**src/rtl/fpfma_pkg.sv**
```systemverilog
// package: shared constants and types of the single-precision fused multiply-add unit
package fpfma_pkg;

    localparam int unsigned WORD_W = 32;
    localparam int unsigned EXP_W  = 12;
    localparam int unsigned NUM_STAGES = 9;

    localparam logic [WORD_W-1:0] QNAN_CANON    = 32'h7FC0_0000;
    localparam logic [WORD_W-1:0] ONE_BITS      = 32'h3F80_0000;
    localparam logic [WORD_W-1:0] NEG_ZERO_BITS = 32'h8000_0000;
    localparam logic [WORD_W-1:0] POS_INF_BITS  = 32'h7F80_0000;

    typedef enum logic [2:0] {
        FN_ADD   = 3'd0,
        FN_SUB   = 3'd1,
        FN_MUL   = 3'd2,
        FN_MADD  = 3'd3,
        FN_MSUB  = 3'd4,
        FN_NMSUB = 3'd5,
        FN_NMADD = 3'd6,
        FN_BAD   = 3'd7
    } func_t;

    typedef logic signed [EXP_W-1:0] exp_t;

endpackage

```
**src/rtl/fp32_fused_multiply_add_unit_core.sv**
```systemverilog
// top level: nine-stage pipelined single-precision fused multiply-add unit
// One operation enters per cycle while the output side does not stall, and the result comes
// from s9_res_reg; every stage holds its own valid bit, so a stall fills bubbles before it stops
// intake. Stages: operand decode and special cases, 24x24 multiply, product normalize, operand
// compare, alignment shift, add, leading-one search, rounding shift, round increment and pack.
// Rounding is nearest-even, subnormals are exact, and every NaN result is 0x7FC00000.
module fp32_fused_multiply_add_unit_core (
    input  logic        clk,
    input  logic        rst_n,
    input  logic        in_valid,
    output logic        in_ready,
    input  logic [2:0]  func,
    input  logic [31:0] operand_a,
    input  logic [31:0] operand_b,
    input  logic [31:0] operand_c,
    output logic        out_valid,
    input  logic        out_ready,
    output logic [31:0] result
);

    localparam int unsigned NS = fpfma_pkg::NUM_STAGES;

    logic [NS:1]   vld_reg;
    logic [NS+1:1] en;

    always_comb
    begin
        en[NS+1] = out_ready;
        for (int k = NS; k >= 1; k--)
        begin
            en[k] = !vld_reg[k] || en[k+1];
        end
    end

    always_ff @(posedge clk or negedge rst_n)
    begin
        if (!rst_n)
        begin
            vld_reg <= '0;
        end
        else
        begin
            if (en[1])
            begin
                vld_reg[1] <= in_valid;
            end
            for (int k = 2; k <= NS; k++)
            begin
                if (en[k])
                begin
                    vld_reg[k] <= vld_reg[k-1];
                end
            end
        end
    end

    assign in_ready  = en[1];
    assign out_valid = vld_reg[NS];

    // stage 1: decode and special cases
    logic [31:0] x, y, z;
    logic        negp, negz, bad;
    logic        sp_n, sz_n, spc_n;
    logic [31:0] spc_res_n;
    logic        xnan, ynan, znan, xinf, yinf, zinf, xzero, yzero, zzero, pinf, pzero;

    always_comb
    begin
        x = operand_a;
        y = operand_b;
        z = operand_c;
        negp = 1'b0;
        negz = 1'b0;
        bad = 1'b0;
        unique case (fpfma_pkg::func_t'(func))
            fpfma_pkg::FN_ADD:
            begin
                y = fpfma_pkg::ONE_BITS;
                z = operand_b;
            end
            fpfma_pkg::FN_SUB:
            begin
                y = fpfma_pkg::ONE_BITS;
                z = operand_b;
                negz = 1'b1;
            end
            fpfma_pkg::FN_MUL:
            begin
                z = fpfma_pkg::NEG_ZERO_BITS;
            end
            fpfma_pkg::FN_MADD:
            begin
            end
            fpfma_pkg::FN_MSUB:
            begin
                negz = 1'b1;
            end
            fpfma_pkg::FN_NMSUB:
            begin
                negp = 1'b1;
            end
            fpfma_pkg::FN_NMADD:
            begin
                negp = 1'b1;
                negz = 1'b1;
            end
            default:
            begin
                bad = 1'b1;
            end
        endcase

        xnan  = (&x[30:23]) && (|x[22:0]);
        ynan  = (&y[30:23]) && (|y[22:0]);
        znan  = (&z[30:23]) && (|z[22:0]);
        xinf  = (&x[30:23]) && !(|x[22:0]);
        yinf  = (&y[30:23]) && !(|y[22:0]);
        zinf  = (&z[30:23]) && !(|z[22:0]);
        xzero = !(|x[30:0]);
        yzero = !(|y[30:0]);
        zzero = !(|z[30:0]);
        pinf  = xinf || yinf;
        pzero = xzero || yzero;
        sp_n  = x[31] ^ y[31] ^ negp;
        sz_n  = z[31] ^ negz;

        spc_n = 1'b1;
        spc_res_n = fpfma_pkg::QNAN_CANON;
        priority if (bad || xnan || ynan || znan)
        begin
            spc_res_n = fpfma_pkg::QNAN_CANON;
        end
        else if (pinf && pzero)
        begin
            spc_res_n = fpfma_pkg::QNAN_CANON;
        end
        else if (pinf && zinf && (sp_n != sz_n))
        begin
            spc_res_n = fpfma_pkg::QNAN_CANON;
        end
        else if (pinf)
        begin
            spc_res_n = {sp_n, fpfma_pkg::POS_INF_BITS[30:0]};
        end
        else if (zinf)
        begin
            spc_res_n = {sz_n, fpfma_pkg::POS_INF_BITS[30:0]};
        end
        else if (pzero && !zzero)
        begin
            spc_res_n = {sz_n, z[30:0]};
        end
        else if (pzero)
        begin
            spc_res_n = {(sp_n == sz_n) ? sp_n : 1'b0, 31'd0};
        end
        else
        begin
            spc_n = 1'b0;
        end
    end

    logic        s1_spc_reg, s1_sp_reg, s1_sz_reg;
    logic [31:0] s1_res_reg;
    logic [23:0] s1_mx_reg, s1_my_reg, s1_mz_reg;
    logic [9:0]  s1_ebase_reg;
    logic [7:0]  s1_ez_reg;

    always_ff @(posedge clk)
    begin
        if (en[1])
        begin
            s1_spc_reg   <= spc_n;
            s1_res_reg   <= spc_res_n;
            s1_sp_reg    <= sp_n;
            s1_sz_reg    <= sz_n;
            s1_mx_reg    <= {|x[30:23], x[22:0]};
            s1_my_reg    <= {|y[30:23], y[22:0]};
            s1_mz_reg    <= {|z[30:23], z[22:0]};
            s1_ebase_reg <= {2'b00, ((|x[30:23]) ? x[30:23] : 8'd1)}
                          + {2'b00, ((|y[30:23]) ? y[30:23] : 8'd1)};
            s1_ez_reg    <= (|z[30:23]) ? z[30:23] : 8'd1;
        end
    end

    // stage 2: multiply, normalize addend
    logic [4:0] pc;
    fpfma_msb #(.W(24)) u_msb_c (.v(s1_mz_reg), .pos(pc));

    logic        s2_spc_reg, s2_sp_reg, s2_sz_reg, s2_czero_reg;
    logic [31:0] s2_res_reg;
    logic [47:0] s2_prod_reg;
    logic [61:0] s2_mc_reg;
    logic [9:0]  s2_ebase_reg;
    fpfma_pkg::exp_t s2_ec_reg;

    always_ff @(posedge clk)
    begin
        if (en[2])
        begin
            s2_spc_reg   <= s1_spc_reg;
            s2_res_reg   <= s1_res_reg;
            s2_sp_reg    <= s1_sp_reg;
            s2_sz_reg    <= s1_sz_reg;
            s2_czero_reg <= !(|s1_mz_reg);
            s2_prod_reg  <= s1_mx_reg * s1_my_reg;
            s2_mc_reg    <= {s1_mz_reg, 38'd0} << (5'd23 - pc);
            s2_ebase_reg <= s1_ebase_reg;
            s2_ec_reg    <= fpfma_pkg::exp_t'({4'd0, s1_ez_reg}) - 12'sd211
                          + fpfma_pkg::exp_t'({7'd0, pc});
        end
    end

    // stage 3: normalize product
    logic [5:0] pp;
    fpfma_msb #(.W(48)) u_msb_p (.v(s2_prod_reg), .pos(pp));

    logic        s3_spc_reg, s3_sp_reg, s3_sz_reg, s3_czero_reg;
    logic [31:0] s3_res_reg;
    logic [61:0] s3_mp_reg, s3_mc_reg;
    fpfma_pkg::exp_t s3_ep_reg, s3_ec_reg;

    always_ff @(posedge clk)
    begin
        if (en[3])
        begin
            s3_spc_reg   <= s2_spc_reg;
            s3_res_reg   <= s2_res_reg;
            s3_sp_reg    <= s2_sp_reg;
            s3_sz_reg    <= s2_sz_reg;
            s3_czero_reg <= s2_czero_reg;
            s3_mp_reg    <= {s2_prod_reg, 14'd0} << (6'd47 - pp);
            s3_mc_reg    <= s2_mc_reg;
            s3_ep_reg    <= fpfma_pkg::exp_t'({2'd0, s2_ebase_reg}) - 12'sd361
                          + fpfma_pkg::exp_t'({6'd0, pp});
            s3_ec_reg    <= s2_ec_reg;
        end
    end

    // stage 4: compare and swap
    logic [61:0] hi_n, lo_n;
    fpfma_pkg::exp_t sl_n, diff_n;
    logic        sign_n, sub_n;
    logic [6:0]  d_n;

    always_comb
    begin
        if (s3_czero_reg)
        begin
            hi_n = s3_mp_reg;
            lo_n = '0;
            sl_n = s3_ep_reg;
            sign_n = s3_sp_reg;
            sub_n = 1'b0;
            diff_n = '0;
        end
        else if ((s3_ep_reg > s3_ec_reg)
              || ((s3_ep_reg == s3_ec_reg) && (s3_mp_reg >= s3_mc_reg)))
        begin
            hi_n = s3_mp_reg;
            lo_n = s3_mc_reg;
            sl_n = s3_ep_reg;
            sign_n = s3_sp_reg;
            sub_n = s3_sp_reg ^ s3_sz_reg;
            diff_n = s3_ep_reg - s3_ec_reg;
        end
        else
        begin
            hi_n = s3_mc_reg;
            lo_n = s3_mp_reg;
            sl_n = s3_ec_reg;
            sign_n = s3_sz_reg;
            sub_n = s3_sp_reg ^ s3_sz_reg;
            diff_n = s3_ec_reg - s3_ep_reg;
        end
        d_n = (diff_n > 12'sd63) ? 7'd64 : diff_n[6:0];
    end

    logic        s4_spc_reg, s4_sign_reg, s4_sub_reg;
    logic [31:0] s4_res_reg;
    logic [61:0] s4_hi_reg, s4_lo_reg;
    fpfma_pkg::exp_t s4_sl_reg;
    logic [6:0]  s4_d_reg;

    always_ff @(posedge clk)
    begin
        if (en[4])
        begin
            s4_spc_reg  <= s3_spc_reg;
            s4_res_reg  <= s3_res_reg;
            s4_sign_reg <= sign_n;
            s4_sub_reg  <= sub_n;
            s4_hi_reg   <= hi_n;
            s4_lo_reg   <= lo_n;
            s4_sl_reg   <= sl_n;
            s4_d_reg    <= d_n;
        end
    end

    // stage 5: align with sticky
    logic [63:0] lo64, amask, sv_n;

    always_comb
    begin
        lo64  = {2'b00, s4_lo_reg};
        amask = (64'd1 << s4_d_reg[5:0]) - 64'd1;
        if (s4_d_reg[6])
        begin
            sv_n = 64'd1;
        end
        else
        begin
            sv_n = (lo64 >> s4_d_reg[5:0]) | {63'd0, |(lo64 & amask)};
        end
    end

    logic        s5_spc_reg, s5_sign_reg, s5_sub_reg;
    logic [31:0] s5_res_reg;
    logic [63:0] s5_hi_reg, s5_sv_reg;
    fpfma_pkg::exp_t s5_sl_reg;

    always_ff @(posedge clk)
    begin
        if (en[5])
        begin
            s5_spc_reg  <= s4_spc_reg;
            s5_res_reg  <= s4_res_reg;
            s5_sign_reg <= s4_sign_reg;
            s5_sub_reg  <= s4_sub_reg;
            s5_hi_reg   <= {2'b00, s4_hi_reg};
            s5_sv_reg   <= sv_n;
            s5_sl_reg   <= s4_sl_reg;
        end
    end

    // stage 6: add or subtract
    logic [63:0] r_n;
    assign r_n = s5_sub_reg ? (s5_hi_reg - s5_sv_reg) : (s5_hi_reg + s5_sv_reg);

    logic        s6_spc_reg, s6_sign_reg;
    logic [31:0] s6_res_reg;
    logic [63:0] s6_r_reg;
    fpfma_pkg::exp_t s6_s_reg;

    always_ff @(posedge clk)
    begin
        if (en[6])
        begin
            s6_spc_reg  <= s5_spc_reg || (s5_sub_reg && !(|r_n));
            s6_res_reg  <= s5_spc_reg ? s5_res_reg : 32'd0;
            s6_sign_reg <= s5_sign_reg;
            s6_r_reg    <= r_n;
            s6_s_reg    <= s5_sl_reg;
        end
    end

    // stage 7: leading one and target exponent
    logic [5:0] pr;
    fpfma_pkg::exp_t t_raw, t_n;
    fpfma_msb #(.W(64)) u_msb_r (.v(s6_r_reg), .pos(pr));

    always_comb
    begin
        t_raw = fpfma_pkg::exp_t'({6'd0, pr}) + s6_s_reg - 12'sd23;
        t_n = (t_raw < -12'sd149) ? -12'sd149 : t_raw;
    end

    logic        s7_spc_reg, s7_sign_reg;
    logic [31:0] s7_res_reg;
    logic [63:0] s7_r_reg;
    fpfma_pkg::exp_t s7_t_reg, s7_sh_reg;

    always_ff @(posedge clk)
    begin
        if (en[7])
        begin
            s7_spc_reg  <= s6_spc_reg;
            s7_res_reg  <= s6_res_reg;
            s7_sign_reg <= s6_sign_reg;
            s7_r_reg    <= s6_r_reg;
            s7_t_reg    <= t_n;
            s7_sh_reg   <= t_n - s6_s_reg;
        end
    end

    // stage 8: rounding shift
    logic [23:0] m_n;
    logic        inc_n, guard;
    fpfma_pkg::exp_t nsh;
    logic [5:0]  shamt;
    logic [63:0] shifted, smask;

    always_comb
    begin
        m_n = '0;
        inc_n = 1'b0;
        nsh = -s7_sh_reg;
        shamt = s7_sh_reg[5:0];
        shifted = s7_r_reg >> shamt;
        smask = (64'd1 << (shamt - 6'd1)) - 64'd1;
        guard = s7_r_reg[shamt - 6'd1];
        if (s7_sh_reg <= 12'sd0)
        begin
            m_n = s7_r_reg[23:0] << nsh[4:0];
        end
        else if (s7_sh_reg <= 12'sd63)
        begin
            m_n = shifted[23:0];
            inc_n = guard && ((|(s7_r_reg & smask)) || shifted[0]);
        end
    end

    logic        s8_spc_reg, s8_sign_reg, s8_inc_reg;
    logic [31:0] s8_res_reg;
    logic [23:0] s8_m_reg;
    fpfma_pkg::exp_t s8_t_reg;

    always_ff @(posedge clk)
    begin
        if (en[8])
        begin
            s8_spc_reg  <= s7_spc_reg;
            s8_res_reg  <= s7_res_reg;
            s8_sign_reg <= s7_sign_reg;
            s8_inc_reg  <= inc_n;
            s8_m_reg    <= m_n;
            s8_t_reg    <= s7_t_reg;
        end
    end

    // stage 9: increment and pack
    logic [24:0] mm, mf;
    fpfma_pkg::exp_t tf, be;
    logic [31:0] packed_n;

    always_comb
    begin
        mm = {1'b0, s8_m_reg} + {24'd0, s8_inc_reg};
        mf = mm;
        tf = s8_t_reg;
        if (mm[24])
        begin
            mf = mm >> 1;
            tf = s8_t_reg + 12'sd1;
        end
        be = tf + 12'sd150;
        if (s8_spc_reg)
        begin
            packed_n = s8_res_reg;
        end
        else if (mf[23])
        begin
            if (be >= 12'sd255)
            begin
                packed_n = {s8_sign_reg, fpfma_pkg::POS_INF_BITS[30:0]};
            end
            else
            begin
                packed_n = {s8_sign_reg, be[7:0], mf[22:0]};
            end
        end
        else
        begin
            packed_n = {s8_sign_reg, 8'd0, mf[22:0]};
        end
    end

    logic [31:0] s9_res_reg;

    always_ff @(posedge clk)
    begin
        if (en[9])
        begin
            s9_res_reg <= packed_n;
        end
    end

    assign result = s9_res_reg;

endmodule

```
**src/rtl/fpfma_msb.sv**
```systemverilog
// leading-one position finder
module fpfma_msb #(
    parameter int unsigned W = 64
) (
    input  logic [W-1:0]         v,
    output logic [$clog2(W)-1:0] pos
);

    always_comb
    begin
        pos = '0;
        for (int i = 0; i < W; i++)
        begin
            if (v[i])
            begin
                pos = ($clog2(W))'(i);
            end
        end
    end

endmodule

```
**config.mk**
```make
export PLATFORM = sky130hd
export DESIGN_NAME = fp32_fused_multiply_add_unit_core
export DESIGN_NICKNAME = d
export VERILOG_FILES = /design/src/rtl/fpfma_pkg.sv /design/src/rtl/fp32_fused_multiply_add_unit_core.sv /design/src/rtl/fpfma_msb.sv
export SDC_FILE = /design/constraint.sdc
export NUM_CORES = 2
export LEC_CHECK = 0
export BUFFER_PORTS_ARGS = -buffer_cell sky130_fd_sc_hd__clkbuf_2
export CORE_MARGIN = 4
export CORE_UTILIZATION = 30
export CTS_CLUSTER_SIZE = 40
export DETAILED_ROUTE_END_ITERATION = 8
export PLACE_DENSITY = 0.45
export REMOVE_ABC_BUFFERS = 1
export SETUP_SLACK_MARGIN = 0.2
export SYNTH_ARGS = -nofsm -noshare
export SYNTH_HDL_FRONTEND = slang
export SYNTH_HIERARCHICAL = 1
export SYNTH_SLANG_ARGS = --single-unit
```
**constraint.sdc**
```tcl
create_clock -name clk -period 18.91 [get_ports clk]
set_clock_uncertainty 0.1 [all_clocks]
set_input_delay 0.9455 -clock clk [delete_from_list [all_inputs] [get_ports clk]]
set_output_delay 0.9455 -clock clk [all_outputs]
set_load 0.05 [all_outputs]
```
Word level (Yosys, flattened, before mapping)
Index checks and enable logic that the tools add are counted.
{"block": "classes", "eq_ne": 9, "n_div": 0, "reduce_logical": 71, "n_mux": 166, "bitwise": 8, "n_addsub": 21, "magnitude_cmp": 8, "shift": 7, "multipliers": 1}
{"operator": "two-way mux 6 bit", "n": 48}
{"operator": "two-way mux 5 bit", "n": 40}
{"operator": "two-way mux 32 bit", "n": 6}
{"operator": "OR reduction 64 bit", "n": 3}
{"operator": "two-way mux 62 bit", "n": 3}
{"operator": "<< shifter 1 x 6 -> 64 bit (first input constant)", "n": 2}
{"operator": "subtractor 64 x 1 -> 64 bit (second input constant)", "n": 2}
{"operator": "two-way mux 4 bit", "n": 24}
{"operator": "OR reduction 31 bit", "n": 3}
{"operator": "two-way mux 12 bit", "n": 6}
{"operator": "two-way mux 24 bit", "n": 3}
{"operator": "OR reduction 23 bit", "n": 3}
{"operator": "adder 62 x 64 -> 64 bit", "n": 1}
{"operator": "bitwise AND 62 x 64 -> 64 bit", "n": 1}
{"operator": "bitwise AND 64 bit", "n": 1}
{"operator": "two-way mux 64 bit", "n": 1}
{"operator": "OR 64 x 1 -> 64 bit", "n": 1}
{"operator": "case mux 32 bit (2 select lines)", "n": 1}
{"operator": "right shift 62 x 6 -> 64 bit", "n": 1}
{"operator": "right shift 64 x 6 -> 24 bit", "n": 1}
{"operator": "subtractor 62 x 64 -> 64 bit", "n": 1}
{"operator": "greater-or-equal comparator 62 bit", "n": 1}
{"operator": "two-way mux 31 bit", "n": 2}
{"operator": "<< shifter 62 x 5 -> 62 bit", "n": 1}
{"operator": "50 further kinds", "n": 135}
{"block": "word_totals", "romBits": 0, "memories": 0, "out_inout_bits": 34, "mem_bits_rw": 0, "regBits": 1172, "latch_bits": 0}

Logic depth before layout (Yosys ltp)
{"block": "depth", "depth_word": 68, "ltp_mapped": 38, "depth_no_buf": 37}

Cells and area by module
Netlist, hierarchy kept.
{"module": "fp32_fused_multiply_add_unit_core", "cells_per_inst": 7440, "n_inst": 1, "seq_area_each_um2": 30944.7, "area_per_inst_um2": 77137.7}
{"module": "fpfma_msb at u_msb_r", "cells_per_inst": 137, "n_inst": 1, "seq_area_each_um2": 0.0, "area_per_inst_um2": 789.5}
{"module": "fpfma_msb at u_msb_p", "cells_per_inst": 97, "n_inst": 1, "seq_area_each_um2": 0.0, "area_per_inst_um2": 546.8}
{"module": "fpfma_msb at u_msb_c", "cells_per_inst": 41, "n_inst": 1, "seq_area_each_um2": 0.0, "area_per_inst_um2": 259.0}

Least setup slack after synthesis
OpenSTA, ideal clock, no wires.
{"block": "synth_path", "kind": "input to register", "from": "input port out_ready", "to": "register s1_ebase_reg[0], enable pin", "path_buffers": 0, "path_stages": 6, "setup_slack_ns": 4.201, "setup_time_ns": 1.549, "arrival_time_ns": 13.061, "path_cell_list": "nor2b_1 > nand3_1 > nor2_1 > nand3_1 > nor2_1 > nand3_1"}
{"block": "synth_via", "elab_chain_len": 9}
{"item": "start: declaration", "line": "fp32_fused_multiply_add_unit_core.sv:17", "text": "input logic out_ready,"}
{"item": "logical OR 1 bit (3 in a row)", "line": "fp32_fused_multiply_add_unit_core.sv:31", "text": "en[k] = !vld_reg[k] || en[k+1];"}
{"item": "net en, one bit", "line": "fp32_fused_multiply_add_unit_core.sv:24", "text": "logic [NS+1:1] en;"}
{"item": "logical OR 1 bit (3 in a row)", "line": "fp32_fused_multiply_add_unit_core.sv:31"}
{"item": "net en, one bit", "line": "fp32_fused_multiply_add_unit_core.sv:24"}
{"item": "logical OR 1 bit (3 in a row)", "line": "fp32_fused_multiply_add_unit_core.sv:31"}
{"item": "net in_ready", "line": "fp32_fused_multiply_add_unit_core.sv:11", "text": "output logic in_ready,"}
{"item": "end signal: assignment", "line": "fp32_fused_multiply_add_unit_core.sv:180", "text": "s1_ebase_reg <= {2'b00, ((|x[30:23]) ? x[30:23] : 8'd1)}"}
{"item": "end: declaration", "line": "fp32_fused_multiply_add_unit_core.sv:166", "text": "logic [9:0] s1_ebase_reg;"}
The timed path passes the listed nets, and every way through them passes these cells.
A chain may end at the register's enable or synchronous reset.

Final worst setup path
{"block": "layout_path", "from": "register s1_my_reg[3]", "to": "register s2_prod_reg[47], data pin"}
{"block": "layout_via", "elab_chain_len": 1}
{"item": "start: declaration", "line": "fp32_fused_multiply_add_unit_core.sv:165", "text": "logic [23:0] s1_mx_reg, s1_my_reg, s1_mz_reg;"}
{"item": "start signal: assignment", "line": "fp32_fused_multiply_add_unit_core.sv:178", "text": "s1_my_reg <= {|y[30:23], y[22:0]};"}
{"item": "multiplier 24 x 24 -> 48 bit", "line": "fp32_fused_multiply_add_unit_core.sv:206", "text": "s2_prod_reg <= s1_mx_reg * s1_my_reg;"}
{"item": "end signal: assignment", "line": "fp32_fused_multiply_add_unit_core.sv:206"}
{"item": "end: declaration", "line": "fp32_fused_multiply_add_unit_core.sv:192", "text": "logic [47:0] s2_prod_reg;"}
Every way passes these cells.

==> key figures <==
STA
  – Slew @ Worst Pin: 1180 ps
  – Fmax: 118 MHz
  – Slew headroom: 21.4%
  – Max-slew violations: 0
  – Setup Viol. Count Final: 0
  – Min Tclk post-route: 8480 ps
  – RSZ-0062 raised after global routing: no
  – Final count of hold timing violations: 0
  – TNS Setup: 0 ps
  – Final period util: 44.9%

Route
  – Routed wire per std cell: 22.2 um
  – DRT met1 WL: 111000 um
  – DRC violations left: 0
  – Wire length on met3: 11100 um
  – Post-Route WL: 250000 um
  – Met2 Wirelength: 120000 um
  – DRT iter0 DRCs: 3966
  – Uppermost layer routed: met5
  – Drt pass-1 iters: 7
  – Drt via density: 5.11
  – Post-DRT Antenna Nets: 0
  – Via count: 57518

Logic synthesis
  – Syn_area_per_cell: 10.2 um^2
  – Top cell type's share of synthesized area: 39.0%
  – Post-synth EDFFs: 1023
  – Area leader, netlist: edfxtp_1
  – Simple-Gate Fraction of Synth Area: 15.3%
  – Share of flip-flops with an asynchronous set or reset: 0.872%
  – Area contributors post-synth: edfxtp_1, fa_1, ha_1
  – Distinct cells, synth: 101
  – Compound-Gate Fraction of Synth Area: 11.9%
  – Synth Register Bits: 1032
  – Largest family of logic cells by synthesized area: adder cells
  – Synth Area in Adders: 17.7%
  – Sequential area share after synthesis: 39.3%
  – Primary FF master, synth: edfxtp_1
  – Cell Area, Synth: 78700 um^2
  – Post-synthesis cell count: 7715
  – Xor/xnor cell area share of the yosys netlist: 3.10%
  – Mux cell area share after synthesis: 6.89%
  – Yosys warnings: 6

Place
  – HPWL after DPL: 193000 um
  – # port buffers: 136
  – Gpl congestion: 0.902

Cells and area
  – FF+latch area: 30900 um^2
  – Nets: 8594
  – Share of post-route cells with drive strength above 1: 9.28%
  – Area Overhead vs Synth: 10.6%
  – Filler Cells Inserted: 26503
  – Area of the multi-input gates: 43400 um^2
  – Ant. Diodes: 0

Setup path
  – Data arrival, critical path: 8900 ps
  – Kind of critical path: flop to flop
  – Crit-path slowest cell: edfxtp_1
  – Critical path buffers and inverters: 5
  – Startpoint Class: flop
  – Most used cell, CP: fa_1
  – Req. time, crit path: 19330 ps
  – Top delay family on crit path: adder cells
  – Largest stage delay on the critical path: 1020 ps
  – Critical-path maximum fanout: 24
  – Critical Path Sink Type: flop

Clock network
  – Clock latency at the later pin of the worst-skew pair: 760 ps
  – Max Buffers Root-to-Sink: 3
  – Root Buffer: clkbuf_16
  – CTS tree: done
  – Hold buffers post-CTS: 1
  – Reg clk slew, reported paths: 70 ps
  – Post-CTS Setup Inserts: 0
  – PostCTS Resize Cnt: 0
  – Cts bufs inserted: 115
  – TritonCTS Sinks: 1032
  – H-tree Lvls: 3

Die
  – Die X: 520 um
  – Overall die height: 520 um
  – Die area: 271000 um^2
  – Core region area: 260000 um^2
  – Starting Density: 30.2%
  – Row cnt: 187
  – Ports: 137

GRT
  – Largest net degree at the start of global routing: 80
  – First-pass GRT wire length: 380000 um
  – GRT Overall Usage: 18.2%
  – Initial antenna violation count: 7
  – Number of global-route vias before repair: 58888
  – Congestion Overflow GR: 0

Hold path
  – Hold crit path type: input port to flop

Status
  – Status: complete, no violations

Flow run
  – Max-cap violations: 0
metrics by stage:
step | util [%] | hold WS, ps | std cells | setup WS (ps) | area (um^2)
floorplan | - | 300 | 7305 | 4200 | 77200
global placement | 32.0 | 300 | 11049 | 10350 | 83300
detailed placement | 32.0 | 305 | 11049 | 10350 | 83300
CTS | 33.4 | 192 | 11265 | 10380 | 87100
global route | 33.4 | 216 | 11265 | 9920 | 87100
finish | 33.4 | 279 | 11265 | 10430 | 87100
layout by cell type, fill, tap and decap left out, types with 22 or more instances in the layout:
master     count
o211ai_1      39
nand2b_1      61
a21oi_1      413
o22ai_1       81
xnor2_1      199
nor3_1       117
or2_2         29
a22oi_1       52
buf_4        112
and2_1       397
edfxtp_1    1023
mux2i_1      203
nor2b_1       88
clkbuf_16    118
mux2_2        85
inv_1        795
ha_1         331
nor4_1        83
fa_1         489
nand4_1       78
a22o_1        30
or4_1         22
clkinv_1      25
xor2_1        78
a211oi_1      64
o21ai_0      341
nor2_1       631
o21a_1        32
a21o_1        79
nand3_1       83
o21bai_1      41
nand2_1      788
a31oi_1       53
mux4_2       108
clkbuf_2     136
clkinv_2      28
and3_1        47
layout make-up:
type,count,area share [%]
Tap cell,3496,5.02
Multi-Input combinational cell,5465,49.8
Timing Repair Buffer,249,1.76
Clock buffer,131,3.46
Clock inverter,84,0.906
Sequential cell,1032,35.5
Inverter,808,3.49
per-layer routing:
| layer | track usage (%) | vias to the layer above |
|---|---|---|
| met2 | 30.5 | 1423 |
| li1 | - | 26975 |
| met4 | 5.57 | 2 |
| met5 | 0 | - |
| met3 | 2.44 | 342 |
| met1 | 24.3 | 28776 |
kinds of logic (layout without fill, tap and decap cells):
logic type      after synthesis  after routing
fa+ha+maj                   821            821
mux                         396            396
xor+xnor                    279            279
buf+inv                    1218           1272
flops                      1032           1032
simple gates               2506           2506
compound gates             1463           1463
synthesized netlist by cell type (10+ instances only):
cell type	n
or4_1	22
nand2_1	791
or3_1	18
o21ai_0	343
o31ai_1	18
nor4_1	83
fa_1	489
a221oi_1	21
nand2b_1	61
or2_2	29
mux2_2	85
o41ai_1	11
and2_1	397
o21ai_1	13
nand3b_1	10
buf_1	55
mux2i_1	203
ha_1	331
xor2_1	78
a21o_1	79
o211ai_1	39
a22oi_1	53
o21bai_1	41
nor2_1	633
and3_1	47
o2111ai_1	19
nor2b_1	88
o22ai_1	82
nor3_1	117
o221ai_1	10
edfxtp_1	1023
mux4_2	108
a22o_1	30
a2111oi_0	12
a211oi_1	64
a31oi_1	54
a21oi_1	415
nand4_1	78
o21a_1	32
nand3_1	86
xnor2_1	201
clkbuf_1	352
inv_1	798
worst paths after layout:
check | startpoint | slack [ps] | depth (start not counted) | end
max | s1_my_reg[3] | 10430 | 27 | s2_prod_reg[47]
min | operand_a[13] | 280 | 1 | s1_mx_reg[13]
max reg2reg | s1_my_reg[3] | 10430 | 27 | s2_prod_reg[47]
min reg2reg | s7_res_reg[1] | 310 | 0 | s8_res_reg[1]
max in group asynchronous | rst_n | 17980 | 2 | vld_reg[3]
min in group asynchronous | rst_n | 520 | 2 | vld_reg[8]
Power is left out: the tool's default activity adds up to more than one toggle a clock period on the data nets, which glitch-free logic cannot reach.
